**src/design/hbt_pkg.sv**
```systemverilog
// ----------------------------------------------------------------------------
// hbt_pkg
// Shared types and constants for the heartbeat timeout table.
// ----------------------------------------------------------------------------
package hbt_pkg;

    localparam int SLOTS_DEF = 16;
    localparam int CNT_W = 8;
    localparam int IDX_W = 4;
    localparam logic [CNT_W-1:0] INIT_COUNT_RST = 8'd3;

    typedef enum logic [1:0] {
        OP_TICK      = 2'd0,
        OP_ADD       = 2'd1,
        OP_REMOVE    = 2'd2,
        OP_HEARTBEAT = 2'd3
    } op_t;

    // Controller to datapath
    typedef struct packed {
        logic op_en;   // apply a non-tick operation this cycle
        logic rd_en;   // read the counter at the walk pointer
        logic flush;   // emit the held report as the last of the run
    } cmd_t;

    // Datapath to controller
    typedef struct packed {
        logic stall;       // update stage waits on the output register
        logic s2_valid;    // update stage holds a slot
        logic hold_valid;  // one report is held back
    } sts_t;

endpackage

```
**src/design/hbt_datapath.sv**
```systemverilog
// ----------------------------------------------------------------------------
// hbt_datapath
// Counter memory, slot flags, walk update stage, held report and output
// register.
// ----------------------------------------------------------------------------
module hbt_datapath #(
    parameter int SLOTS = hbt_pkg::SLOTS_DEF
) (
    input  logic                              aclk,
    input  logic                              aresetn,
    input  hbt_pkg::cmd_t                     cmd,
    output hbt_pkg::sts_t                     sts,
    input  logic [((SLOTS > 1) ? $clog2(SLOTS) : 1)-1:0] rd_addr,
    input  logic [1:0]                        opcode,
    input  logic [hbt_pkg::IDX_W-1:0]         slot_index,
    input  logic                              cfg_wr_en,
    input  logic [hbt_pkg::CNT_W-1:0]         cfg_wr_data,
    output logic                              m_tvalid,
    input  logic                              m_tready,
    output logic [hbt_pkg::IDX_W-1:0]         m_slot,
    output logic                              m_last
);
    import hbt_pkg::*;

    localparam int SLOT_W = (SLOTS > 1) ? $clog2(SLOTS) : 1;

    logic [CNT_W-1:0]  mem [SLOTS];
    logic [CNT_W-1:0]  rd_data_reg;
    logic [CNT_W-1:0]  init_count_reg;
    logic [SLOTS-1:0]  active_reg, active_next;
    logic [SLOTS-1:0]  online_reg, online_next;
    logic              s2_valid_reg;
    logic [SLOT_W-1:0] s2_slot_reg;
    logic              hold_valid_reg;
    logic [SLOT_W-1:0] hold_slot_reg;
    logic              m_tvalid_reg;
    logic [IDX_W-1:0]  m_slot_reg;
    logic              m_last_reg;

    op_t               op;
    logic              in_range;
    logic [SLOT_W-1:0] op_addr;
    logic              op_reload;
    logic              s2_active;
    logic [CNT_W-1:0]  dec;
    logic              hit;
    logic              stall;
    logic              wb_en;
    logic              out_free;
    logic              push_mid;
    logic              push_last;

    assign op        = op_t'(opcode);
    assign in_range  = 32'(slot_index) < SLOTS;
    assign op_addr   = SLOT_W'(slot_index);
    assign op_reload = cmd.op_en && in_range && (op == OP_ADD || op == OP_HEARTBEAT);

    assign s2_active = active_reg[s2_slot_reg];
    assign dec       = (rd_data_reg != '0) ? rd_data_reg - CNT_W'(1) : '0;
    assign hit       = s2_valid_reg && s2_active && (dec == '0);
    assign out_free  = !m_tvalid_reg || m_tready;
    assign stall     = hit && hold_valid_reg && !out_free;
    assign wb_en     = s2_valid_reg && s2_active && !stall;
    // a new expiry releases the previous one, which is then known not to be last
    assign push_mid  = hit && hold_valid_reg && out_free;
    assign push_last = cmd.flush && !s2_valid_reg && hold_valid_reg && out_free;

    assign sts.stall      = stall;
    assign sts.s2_valid   = s2_valid_reg;
    assign sts.hold_valid = hold_valid_reg;

    assign m_tvalid = m_tvalid_reg;
    assign m_slot   = m_slot_reg;
    assign m_last   = m_last_reg;

    always_ff @(posedge aclk) begin
        if (op_reload) begin
            mem[op_addr] <= init_count_reg;
        end else if (wb_en) begin
            mem[s2_slot_reg] <= dec;
        end
        if (cmd.rd_en) begin
            rd_data_reg <= mem[rd_addr];
        end
    end

    always_comb begin
        active_next = active_reg;
        online_next = online_reg;
        if (cmd.op_en && in_range) begin
            unique case (op)
                OP_ADD: begin
                    active_next[op_addr] = 1'b1;
                    online_next[op_addr] = 1'b1;
                end
                OP_HEARTBEAT: begin
                    online_next[op_addr] = 1'b1;
                end
                OP_REMOVE: begin
                    active_next[op_addr] = 1'b0;
                end
                OP_TICK: begin
                end
                default: begin
                end
            endcase
        end
        if (hit && !stall) begin
            online_next[s2_slot_reg] = 1'b0;
        end
    end

    always_ff @(posedge aclk) begin
        if (!aresetn) begin
            init_count_reg <= INIT_COUNT_RST;
            active_reg     <= '0;
            online_reg     <= '0;
            s2_valid_reg   <= 1'b0;
            hold_valid_reg <= 1'b0;
            m_tvalid_reg   <= 1'b0;
        end else begin
            if (cfg_wr_en) begin
                init_count_reg <= cfg_wr_data;
            end
            active_reg <= active_next;
            online_reg <= online_next;
            if (!stall) begin
                s2_valid_reg <= cmd.rd_en;
            end
            if (hit && !stall) begin
                hold_valid_reg <= 1'b1;
            end else if (push_last) begin
                hold_valid_reg <= 1'b0;
            end
            if (push_mid || push_last) begin
                m_tvalid_reg <= 1'b1;
            end else if (m_tready) begin
                m_tvalid_reg <= 1'b0;
            end
        end
    end

    always_ff @(posedge aclk) begin
        if (!stall) begin
            s2_slot_reg <= rd_addr;
        end
        if (hit && !stall) begin
            hold_slot_reg <= s2_slot_reg;
        end
        if (push_mid || push_last) begin
            m_slot_reg <= IDX_W'(hold_slot_reg);
            m_last_reg <= push_last;
        end
    end

    // a stalled update keeps its slot
    a_stall_holds: assert property (@(posedge aclk) disable iff (!aresetn)
        stall |=> s2_valid_reg && $stable(s2_slot_reg) && $stable(rd_data_reg))
        else $error("update stage lost its slot during a stall");

    // only one report may leave per cycle
    a_one_push: assert property (@(posedge aclk) disable iff (!aresetn)
        !(push_mid && push_last))
        else $error("two reports pushed in one cycle");

    // a report is never overwritten while the sink holds off
    a_no_overrun: assert property (@(posedge aclk) disable iff (!aresetn)
        (m_tvalid_reg && !m_tready) |-> !(push_mid || push_last))
        else $error("output register overwritten");

endmodule

```
**src/design/hbt_ctrl.sv**
```systemverilog
// ----------------------------------------------------------------------------
// hbt_ctrl
// Sequencer: takes operations, walks the slot table on a tick and drains the
// held report at the end of the walk.
// ----------------------------------------------------------------------------
module hbt_ctrl #(
    parameter int SLOTS = hbt_pkg::SLOTS_DEF
) (
    input  logic                              aclk,
    input  logic                              aresetn,
    input  logic                              s_tvalid,
    output logic                              s_tready,
    input  logic [1:0]                        opcode,
    input  hbt_pkg::sts_t                     sts,
    output hbt_pkg::cmd_t                     cmd,
    output logic [((SLOTS > 1) ? $clog2(SLOTS) : 1)-1:0] rd_addr
);
    import hbt_pkg::*;

    localparam int SLOT_W = (SLOTS > 1) ? $clog2(SLOTS) : 1;
    localparam logic [SLOT_W-1:0] LAST_SLOT = SLOT_W'(SLOTS - 1);

    typedef enum logic [2:0] {
        ST_IDLE  = 3'b001,
        ST_WALK  = 3'b010,
        ST_DRAIN = 3'b100
    } state_t;

    state_t            state_reg, state_next;
    logic [SLOT_W-1:0] ptr_reg, ptr_next;
    logic              in_accept;
    logic              rd_en;

    assign s_tready  = (state_reg == ST_IDLE);
    assign in_accept = s_tvalid && s_tready;
    assign rd_en     = (state_reg == ST_WALK) && !sts.stall;

    assign cmd.op_en = in_accept && (op_t'(opcode) != OP_TICK);
    assign cmd.rd_en = rd_en;
    assign cmd.flush = (state_reg == ST_DRAIN);
    assign rd_addr   = ptr_reg;

    always_comb begin
        state_next = state_reg;
        ptr_next   = ptr_reg;
        unique case (state_reg)
            ST_IDLE: begin
                ptr_next = '0;
                if (in_accept && op_t'(opcode) == OP_TICK) begin
                    state_next = ST_WALK;
                end
            end
            ST_WALK: begin
                if (rd_en) begin
                    if (ptr_reg == LAST_SLOT) begin
                        state_next = ST_DRAIN;
                    end else begin
                        ptr_next = ptr_reg + SLOT_W'(1);
                    end
                end
            end
            ST_DRAIN: begin
                // leave once the last slot is updated and the held report, if any, is out
                if (!sts.s2_valid && !sts.hold_valid) begin
                    state_next = ST_IDLE;
                end
            end
            default: begin
                state_next = ST_IDLE;
            end
        endcase
    end

    always_ff @(posedge aclk) begin
        if (!aresetn) begin
            state_reg <= ST_IDLE;
            ptr_reg   <= '0;
        end else begin
            state_reg <= state_next;
            ptr_reg   <= ptr_next;
        end
    end

    // no walk work is left over when a new operation may enter
    a_idle_clean: assert property (@(posedge aclk) disable iff (!aresetn)
        (state_reg == ST_IDLE) |-> !sts.s2_valid && !sts.hold_valid)
        else $error("operation accepted with walk still in flight");

    // the pointer starts every walk at slot zero
    a_walk_start: assert property (@(posedge aclk) disable iff (!aresetn)
        (in_accept && op_t'(opcode) == OP_TICK) |=> (state_reg == ST_WALK) && (ptr_reg == '0))
        else $error("walk did not start at slot zero");

    // a stall freezes the walk pointer
    a_stall_ptr: assert property (@(posedge aclk) disable iff (!aresetn)
        ((state_reg == ST_WALK) && sts.stall) |=> $stable(ptr_reg))
        else $error("walk pointer moved during a stall");

endmodule

```
**src/design/heartbeat_timeout_table_top.sv**
```systemverilog
// ----------------------------------------------------------------------------
// heartbeat_timeout_table_top
// Table of watched slots with per-slot beat counters and expiry reports.
// ----------------------------------------------------------------------------
// Add, remove and heartbeat are applied as they are accepted and the block
// stays ready for further operations. A tick walks the slot table one slot
// per cycle, while the update stage does not stall, through the single read
// port of the counter memory, with an update stage behind it. A tick holds
// off the input until the walk is done and the held report has left, also
// while the sink holds m_tready low. One expired slot is held back during
// the walk so that its successor, or the end of the walk, decides m_tlast;
// reports leave in ascending slot order, at most one per cycle. The counter
// memory is not cleared after reset: every slot is loaded by its add.
module heartbeat_timeout_table_top #(
    parameter int SLOTS = hbt_pkg::SLOTS_DEF
) (
    input  logic                        aclk,
    input  logic                        aresetn,
    input  logic                        s_tvalid,
    output logic                        s_tready,
    input  logic [7:0]                  s_tdata,   // [1:0] opcode, [5:2] slot_index
    output logic                        m_tvalid,
    input  logic                        m_tready,
    output logic [7:0]                  m_tdata,   // [3:0] expired_slot
    output logic                        m_tlast,   // last_of_run
    input  logic                        cfg_wr_en,
    input  logic [hbt_pkg::CNT_W-1:0]   cfg_wr_data // initial_count
);
    import hbt_pkg::*;

    localparam int SLOT_W = (SLOTS > 1) ? $clog2(SLOTS) : 1;

    cmd_t              cmd;
    sts_t              sts;
    logic [SLOT_W-1:0] rd_addr;
    logic [IDX_W-1:0]  m_slot;

    hbt_ctrl #(
        .SLOTS (SLOTS)
    ) u_ctrl (
        .aclk     (aclk),
        .aresetn  (aresetn),
        .s_tvalid (s_tvalid),
        .s_tready (s_tready),
        .opcode   (s_tdata[1:0]),
        .sts      (sts),
        .cmd      (cmd),
        .rd_addr  (rd_addr)
    );

    hbt_datapath #(
        .SLOTS (SLOTS)
    ) u_datapath (
        .aclk        (aclk),
        .aresetn     (aresetn),
        .cmd         (cmd),
        .sts         (sts),
        .rd_addr     (rd_addr),
        .opcode      (s_tdata[1:0]),
        .slot_index  (s_tdata[5:2]),
        .cfg_wr_en   (cfg_wr_en),
        .cfg_wr_data (cfg_wr_data),
        .m_tvalid    (m_tvalid),
        .m_tready    (m_tready),
        .m_slot      (m_slot),
        .m_last      (m_tlast)
    );

    assign m_tdata = {4'b0000, m_slot};

endmodule
```
**config.mk**
```make
export PLATFORM = sky130hd
export DESIGN_NAME = heartbeat_timeout_table_top
export DESIGN_NICKNAME = d
export VERILOG_FILES = /design/src/design/hbt_pkg.sv /design/src/design/hbt_datapath.sv /design/src/design/hbt_ctrl.sv /design/src/design/heartbeat_timeout_table_top.sv
export SDC_FILE = /design/constraint.sdc
export NUM_CORES = 1
export LEC_CHECK = 0
export ABC_CLOCK_PERIOD_IN_PS = 8300
export BUFFER_PORTS_ARGS = -buffer_cell sky130_fd_sc_hd__clkbuf_2
export CAP_MARGIN = 20
export CELL_PAD_IN_SITES_DETAIL_PLACEMENT = 1
export CELL_PAD_IN_SITES_GLOBAL_PLACEMENT = 1
export CORE_ASPECT_RATIO = 1.75
export CORE_UTILIZATION = 56
export DETAILED_ROUTE_END_ITERATION = 7
export PLACE_DENSITY_LB_ADDON = 0.3
export SLEW_MARGIN = 20
export SYNTH_ARGS = -nofsm -noshare
export SYNTH_HDL_FRONTEND = slang
export SYNTH_HIERARCHICAL = 1
export SYNTH_SLANG_ARGS = --single-unit
export TNS_END_PERCENT = 5
```
**constraint.sdc**
```tcl
create_clock -name aclk -period 8.3 [get_ports aclk]
set_input_delay 0.83 -clock aclk [delete_from_list [all_inputs] [get_ports aclk]]
set_output_delay 0.83 -clock aclk [all_outputs]
set_load 0.005 [all_outputs]
```
==> summary.md, run 1 <==
The run finished with clean final reports. After floorplanning, the core was divided into 56 placement rows. Sequential cells burn 53.3% of the power.

The power share of the combinational group came out at 2.6%. The detail route stage leaves a number of antenna-violating nets equal to 0. The data required time at the worst endpoint is 8.62 ns, and the setup total negative slack is 0 ns.

Vias per cell: 6.41. STA puts the critical path data arrival time at 4.37 ns. Buffers inserted to repair hold after CTS numbered 0.

The worst slew slack as a fraction of its limit came out at 23.7%. The first-pass GRT wire length was 28300 µm; the number of synthesized flops with an enable pin was 149. Biggest area consumer among synthesized cells: sky130_fd_sc_hd__edfxtp_1. Leading cell type by number of instances after synthesis: sky130_fd_sc_hd__edfxtp_1. STA classifies the critical path endpoint as a flop. The proportion of power drawn by the clock network is 44.1%. The number of post-CTS setup repair buffers is 0, and the highest fanout seen on the critical path is 15. The initial antenna violation count is 0.

The area of the core is 0.0135 mm², and the overflow left after global routing is 0. The H-tree was split into 4 levels. The logs give 46 for the count of different cell masters after synthesis and 0 for the total count of max-transition violations in the final report. Share of layout cells above drive strength 1: 24.5%. Compared with the post-synthesis result, the final layout area differs by 11.3%. For this run, the number of Yosys warnings is 6. The static leakage power is 2.93 nW, and the count of buffers from port buffering is 25. Clock-pin slew was measured on the worst setup and hold paths at 0.07 ns.

Counting every sink on the clock net gives 183. Maximum ir drop on the vdd rail: 0.140 mV. Transition time of the tightest slew-check pin: 1.14 ns. After routing the design area is 0.00865 mm². At the end of routability-driven placement, the weighted congestion stood at 0.818.

Clock latency on the worst-skew pair, taken at its later pin, is 0.43 ns. Dividing total power by cell area gives a power density of 217 mW/mm². DRC violation count after routing: 0.

The worst setup path is launched from a flop. The kind of path behind the tightest hold check is flop to flop. For the worst setup skew after layout, the log shows 0.0159 ns. Total number of nets in the final design: 535.

Number of buffers inserted during clock tree synthesis: 17. A synthesized cell averages 15.9 µm². The number of antenna diodes in the final layout is 0.

Setup repair after global routing left no endpoint under its margin. TritonCTS built the clock tree. For this design the top-level I/O count stands at 32.

For this block, the via count after detailed routing is 4462. Fill cells in the final layout number 1249. The tools report the number of violations of the max-capacitance limit as 0. The pre-antenna-repair detailed-routing pass consisted of 4 iterations. Once the floorplan was initialized, standard cells occupied 57.8% of the core. The tools report the master cell of the clock root buffer as sky130_fd_sc_hd__clkbuf_16.

The run gives 4.25 ns as the register-to-register path setup slack. Net switching is 21.7% of the power. For this run, the top clock speed supported by timing is 0.247 GHz. In the final routed layout, each cell accounts on average for 26.7 µm. The share of synthesized flip-flops with an asynchronous set or reset is 0%, and the total internal power is 1.47 mW. The register with the most flip-flops in the layout has 128 of them.

Number of hold-slack violations in the final timing report: 0. The full die area came out at 0.0144 mm². The cell area after synthesis was 0.00777 mm²; the die span in x was 91.0 µm. The run gives 18600 µm as the total length of routed wires. Summing the sequential cell areas from Yosys gives 66.3% of the chip area. For this design the total switching power over the nets is 407 µW.

The count of mapped cells out of synthesis was 488. The placed standard-cell area was 0.00801 mm²; the share of the cycle needed by the critical path after routing was 48.8%. In this run, synthesis produced a sequential element count of 183. Setup violations remaining at the end of the flow were counted as 0.

Entering global routing, the biggest net connects 34 pins. For the via count of the first global-routing pass, the log shows 4819. In the synthesized netlist the dominant register cell turns out to be sky130_fd_sc_hd__edfxtp_1. Y dimension of the die: 158 µm. Summed over its instances, the top area cell type makes up 57.6% of the synthesized netlist area.

The detailed router's first-iteration violation count was 287. After layout, the minimum clock period comes to 4.05 ns. The HPWL after detailed placement is 12300 µm. The number of gates resized after cts was 0.

The class of the most critical setup path is flop to flop. By area the synthesized netlist is led by sky130_fd_sc_hd__edfxtp_1, sky130_fd_sc_hd__mux4_2, sky130_fd_sc_hd__dfxtp_1. For this run, the total global-route usage over all layers was measured as 27.6%.

In this run the deepest clock path goes through 2 buffers. Ranked by instance count, the synthesized netlist is headed by sky130_fd_sc_hd__edfxtp_1, sky130_fd_sc_hd__mux4_2, sky130_fd_sc_hd__nand2_1.
==> power groups by stage <==
stage               Combinational, mW  Clock (mW)  Sequential, mW
detailed placement             0.0478           0            1.02
finish                         0.0488       0.828            1.00
global route                   0.0527       0.869            1.00
global placement               0.0441           0            1.02
floorplan                      0.0310           0            1.02
CTS                            0.0486       0.837            1.00
==> worst max-delay path, stage by stage (launching register included) <==
cell	delay [ns]
sky130_fd_sc_hd__edfxtp_1	0.82
sky130_fd_sc_hd__mux4_1	0.68
sky130_fd_sc_hd__o2111a_1	0.33
sky130_fd_sc_hd__o211ai_1	0.46
sky130_fd_sc_hd__inv_1	0.19
sky130_fd_sc_hd__nor4b_4	0.86
sky130_fd_sc_hd__nand2_2	0.15
sky130_fd_sc_hd__and3_1	0.25
sky130_fd_sc_hd__o21a_1	0.18
==> cell type report <==
type | instances | area [µm²] | area share (%)
Inverter | 9 | 33.8 | 0.391
Clock inverter | 15 | 180 | 2.08
Tap cell | 174 | 218 | 2.52
Multi-Input combinational cell | 267 | 2470 | 28.5
Timing Repair Buffer | 31 | 168 | 1.94
Clock buffer | 17 | 425 | 4.92
Sequential cell | 183 | 5160 | 59.6
==> routing by layer <==
layer | global-route usage [%] | wire length, µm | vias to the layer above
li1 | - | - | 1944
met1 | 29.5 | 6440 | 2293
met2 | 51.1 | 10600 | 173
met3 | 5.57 | 763 | 52
met4 | 14.7 | 763 | 0
met5 | 0 | 0 | -
==> stage by stage <==
step	total power [mW]	util [%]	hold slack (ns)	setup WS, ns	std cells
2_1_floorplan	1.05	-	0.400	5.56	491
3_5_place_dp	1.07	59.5	0.419	4.35	663
5_1_grt	1.92	64.3	0.446	4.11	696
6_report	1.88	64.3	0.438	4.25	696
4_1_cts	1.89	64.0	0.440	4.30	695
3_3_place_gp	1.07	59.2	0.404	4.53	660
==> path summary, 6_finish.rpt <==
kind	start	cells past startpoint	endpoint
setup / recovery	u_datapath/s2_slot_reg[1]$_DFFE_PN_	8	u_ctrl/rd_addr[0]$_SDFFE_PN0P_
hold / removal	u_datapath/hold_slot_reg[0]$_DFFE_PP_	0	u_datapath/m_slot[0]$_DFFE_PP_
setup reg to reg	u_datapath/s2_slot_reg[1]$_DFFE_PN_	8	u_ctrl/rd_addr[0]$_SDFFE_PN0P_
hold reg to reg	u_datapath/hold_slot_reg[0]$_DFFE_PP_	0	u_datapath/m_slot[0]$_DFFE_PP_
==> placed cells by master (no fill, tap or decap), types with 2 or more instances in the layout <==
cell type / n
sky130_fd_sc_hd__a31oi_1: 2
sky130_fd_sc_hd__clkbuf_2: 25
sky130_fd_sc_hd__nor2_1: 26
sky130_fd_sc_hd__mux4_2: 41
sky130_fd_sc_hd__edfxtp_1: 149
sky130_fd_sc_hd__mux2_4: 3
sky130_fd_sc_hd__o22ai_1: 11
sky130_fd_sc_hd__nor3b_1: 2
sky130_fd_sc_hd__buf_4: 5
sky130_fd_sc_hd__or2_2: 2
sky130_fd_sc_hd__dfxtp_1: 33
sky130_fd_sc_hd__nand3_1: 15
sky130_fd_sc_hd__inv_6: 5
sky130_fd_sc_hd__nand2b_1: 12
sky130_fd_sc_hd__bufinv_16: 2
sky130_fd_sc_hd__o22ai_2: 7
sky130_fd_sc_hd__nand4_1: 2
sky130_fd_sc_hd__nand3b_1: 5
sky130_fd_sc_hd__o21ai_0: 8
sky130_fd_sc_hd__o211a_1: 17
sky130_fd_sc_hd__o21a_1: 3
sky130_fd_sc_hd__inv_8: 4
sky130_fd_sc_hd__mux2i_1: 12
sky130_fd_sc_hd__nand2_1: 36
sky130_fd_sc_hd__clkinvlp_4: 3
sky130_fd_sc_hd__inv_1: 9
sky130_fd_sc_hd__ha_1: 5
sky130_fd_sc_hd__and3_1: 2
sky130_fd_sc_hd__a21boi_0: 4
sky130_fd_sc_hd__mux2_2: 7
sky130_fd_sc_hd__conb_1: 4
sky130_fd_sc_hd__xor2_1: 2
sky130_fd_sc_hd__clkbuf_16: 17
sky130_fd_sc_hd__nor3_1: 9
sky130_fd_sc_hd__nor2b_1: 13
sky130_fd_sc_hd__a21oi_1: 4
==> logic make-up after synthesis <==
kind of cell    synth area share, %
flops                          66.3
simple gates                   8.58
mux                            15.4
compound gates                 5.89
buf+inv                        2.62
fa+ha+maj                     0.805
xor+xnor                      0.338
other cells                  0.0483
(Power assumes the default switching activity.)
==> inputs of run 2 (changes only) <==
--- a/config.mk
+++ b/config.mk
@@ -5,13 +5,13 @@
 export SDC_FILE = /design/constraint.sdc
 export NUM_CORES = 1
 export LEC_CHECK = 0
-export ABC_CLOCK_PERIOD_IN_PS = 8300
+export ABC_CLOCK_PERIOD_IN_PS = 4250
 export BUFFER_PORTS_ARGS = -buffer_cell sky130_fd_sc_hd__clkbuf_2
 export CAP_MARGIN = 20
 export CELL_PAD_IN_SITES_DETAIL_PLACEMENT = 1
 export CELL_PAD_IN_SITES_GLOBAL_PLACEMENT = 1
 export CORE_ASPECT_RATIO = 1.75
-export CORE_UTILIZATION = 56
+export CORE_UTILIZATION = 52
 export DETAILED_ROUTE_END_ITERATION = 7
 export PLACE_DENSITY_LB_ADDON = 0.3
 export SLEW_MARGIN = 20
==> constraint.sdc (replaced) <==
create_clock -name aclk -period 4.25 [get_ports aclk]
set_input_delay 0.425 -clock aclk [delete_from_list [all_inputs] [get_ports aclk]]
set_output_delay 0.425 -clock aclk [all_outputs]
set_load 0.005 [all_outputs]
==> run 2 against run 1 <==
Net effect: sequential share of layout area rose by 0.24 points; setup slack lost 3.3 ns; power increased by 89%; non-clock buffer count unchanged; die area increased by 7.6%; sequential cell count unchanged; final cell count grew 0.86%; routed wire length down 5.4%; maximum frequency rose by 24%; first-iteration DRC count is 5.2% lower; clock-buffer cell count up 7; highest routed layer unchanged; critical path type unchanged; core utilization down 4.9 points.
==> summary.md, run 2 (synthesized netlist as in run 1, its figures left out) <==
The number of placement rows is 58 (was 56). The total length of routed wires came out at 17600 µm (was 18600 µm). The tools report the vias after detailed routing as 4349 (was 4462).

The layout-stage area growth over the synthesis result was 10.8% (was 11.3%). The run gives 32 (unchanged) as the number of primary I/O pins. The transition time of the tightest slew-check pin was 1.17 ns (was 1.14 ns). The highest fanout seen on the critical path is 15 (unchanged). Number of violations of the max-capacitance limit: 0 (unchanged).

The tools report the nature of the critical path startpoint as a flop (unchanged). The tools report the full die area as 0.0155 mm² (was 0.0144 mm²). The via count of the first global-routing pass came out at 4684 (was 4819).

The remaining antenna violation count came out at 0 (unchanged). The tools report the setup total negative slack as 0 ns (unchanged). The static leakage power was 2.92 nW (was 2.93 nW); the worst setup skew after layout was 0.0109 ns (was 0.0159 ns). The logs give 670 (was 663) for the instance count after placement with tap cells included and 3.55 mW (was 1.88 mW) for the power consumption.

Element type at the critical path end: a flop (unchanged). Share of layout cells above drive strength 1: 23.6% (was 24.5%). The run gives 0 (unchanged) as the antenna diode count. The logs give 0.305 GHz (was 0.247 GHz) for the highest achievable clock rate and 53.5% (was 57.8%) for the effective utilization at floorplan.

The first-pass GRT wire length was 27300 µm (was 28300 µm); the placed standard-cell area was 0.00802 mm² (was 0.00801 mm²). Commonest cells after routing, fill and taps aside: sky130_fd_sc_hd__edfxtp_1, sky130_fd_sc_hd__mux4_2, sky130_fd_sc_hd__nand2_1 (unchanged). The number of post-CTS setup repair buffers was 0 (unchanged); the vias per cell was 6.20 (was 6.41).

The critical path arrival is 3.60 ns (was 4.37 ns). The clock latency reported for the late side of the worst-skew pair is 0.42 ns (was 0.43 ns). The worst slew slack as a fraction of its limit is 21.7% (was 23.7%).

Total count of max-transition violations in the final report: 0 (unchanged). The y dimension of the die is 164 µm (was 158 µm), and the final worst slack is 0.968 ns (was 4.25 ns). The count of final setup violators is 0 (unchanged), and the data required time at the worst endpoint is 4.56 ns (was 8.62 ns). The routability congestion estimate from global placement is 0.831 (was 0.818). The final instance area was 0.00861 mm² (was 0.00865 mm²); the count of buffers from port buffering was 25 (unchanged).

For the detailed router's first-iteration violation count, the log shows 272 (was 287). The initial antenna violation count is 0 (unchanged), and the number of hold-slack violations in the final timing report is 0 (unchanged). The master cell of the clock root buffer is sky130_fd_sc_hd__clkbuf_16 (unchanged).

The class of the most critical setup path is flop to flop (unchanged). The clock slew seen by the registers of the worst setup and hold paths was 0.07 ns (about the same); the hold buffer count at cts was 0 (unchanged). The area of the core is 0.0145 mm² (was 0.0135 mm²). The maximum ir drop on the vdd rail was 0.269 mV (was 0.140 mV).

TritonCTS built the clock tree. The run gives 17 (unchanged) as the number of buffers inserted during clock tree synthesis. The most frequent standard cell in the layout excluding fill and tap cells was sky130_fd_sc_hd__edfxtp_1 (unchanged). The final cell count without fillers came out at 702 (was 696). The number of flip-flops in the largest register works out to 128 (unchanged). The flow ran to the end, and the final reports show no timing, DRC or antenna violations.

The tools report the worst slack after detailed placement as 0.961 ns (was 4.35 ns). Overflow left after global routing: 0 (unchanged). The total clock sinks is 183 (unchanged), and the total global-route track usage is 25.4% (was 27.6%). The post-detailed-route wirelength per cell came out at 25.0 µm (was 26.7 µm). The die span in x was 94.4 µm (was 91.0 µm); the share of the cycle needed by the critical path after routing was 77.2% (was 48.8%).

The largest buffer count on any clock path was 2 (unchanged); the number of gates resized after cts was 0 (unchanged). Count of H-tree levels built during CTS: 4 (unchanged). The kind of path behind the tightest hold check was input pin to flop (was flop to flop). The pin count of the biggest net entering global routing came out at 34 (unchanged).

DRC violation count after routing: 0 (unchanged). The tools report the detailed placement HPWL as 12200 µm (was 12300 µm). The total number of nets in the final design was 535 (unchanged). Minimum period implied by the final worst setup slack: 3.28 ns (was 4.05 ns).

Setup repair after global routing left no endpoint under its margin. The power density of the placed cells was 412 mW/mm² (was 217 mW/mm²); the first-pass iteration count of the detailed router was 5 (was 4).
[run 2: final cells by class]
class                      instances  area [µm²]
fill                            1364        5900
sequential                       183        5160
multi-input combinational        267        2450
clock buffer                      24         514
tap                              180         225
timing repair buffer              31         170
clock inverter                     8        58.8
inverter                           9        33.8
[run 2: worst paths after layout]
path / from / to / slack, ns / depth (start not counted)
setup / recovery: u_datapath/s2_slot_reg[1]$_DFFE_PN_ / u_ctrl/rd_addr[0]$_SDFFE_PN0P_ / 0.97 / 9
hold / removal: cfg_wr_data[1] / u_datapath/init_count_reg[1]$_SDFFE_PN1P_ / 0.23 / 3
setup reg to reg: u_datapath/s2_slot_reg[1]$_DFFE_PN_ / u_ctrl/rd_addr[0]$_SDFFE_PN0P_ / 0.97 / 9
hold reg to reg: u_datapath/hold_slot_reg[0]$_DFFE_PP_ / u_datapath/m_slot[0]$_DFFE_PP_ / 0.43 / 0
[run 2: worst max-delay path: stages, from the launching register on]
cell,delay (ns)
sky130_fd_sc_hd__edfxtp_1,0.62
sky130_fd_sc_hd__mux4_1,0.66
sky130_fd_sc_hd__o2111a_1,0.31
sky130_fd_sc_hd__o211ai_1,0.43
sky130_fd_sc_hd__inv_1,0.19
sky130_fd_sc_hd__nor4b_4,0.23
sky130_fd_sc_hd__buf_4,0.28
sky130_fd_sc_hd__nand2_2,0.09
sky130_fd_sc_hd__and3_1,0.19
sky130_fd_sc_hd__o21a_1,0.18
[run 2: per-stage QoR]
stage	utilization, %	hold WS, ns
CTS	59.2	0.212
global route	59.3	0.236
global placement	55.1	0.407
finish	59.3	0.234
floorplan	-	0.400
detailed placement	55.3	0.422
[run 2: layer usage]
metal | vias to the layer above | part of all wire (%) | global-route usage (%)
li1 | 1928 | - | -
met4 | 0 | 4.0 | 12.2
met3 | 43 | 2.9 | 4.49
met1 | 2260 | 36 | 27.8
met2 | 118 | 57 | 46.4
met5 | - | 0 | 0
[run 2: power by group]
group | switching (mW) | total, mW | internal, mW
logic | 0.0619 | 0.0924 | 0.0305
registers | 0.00871 | 1.96 | 1.95
clock network | 0.641 | 1.50 | 0.855
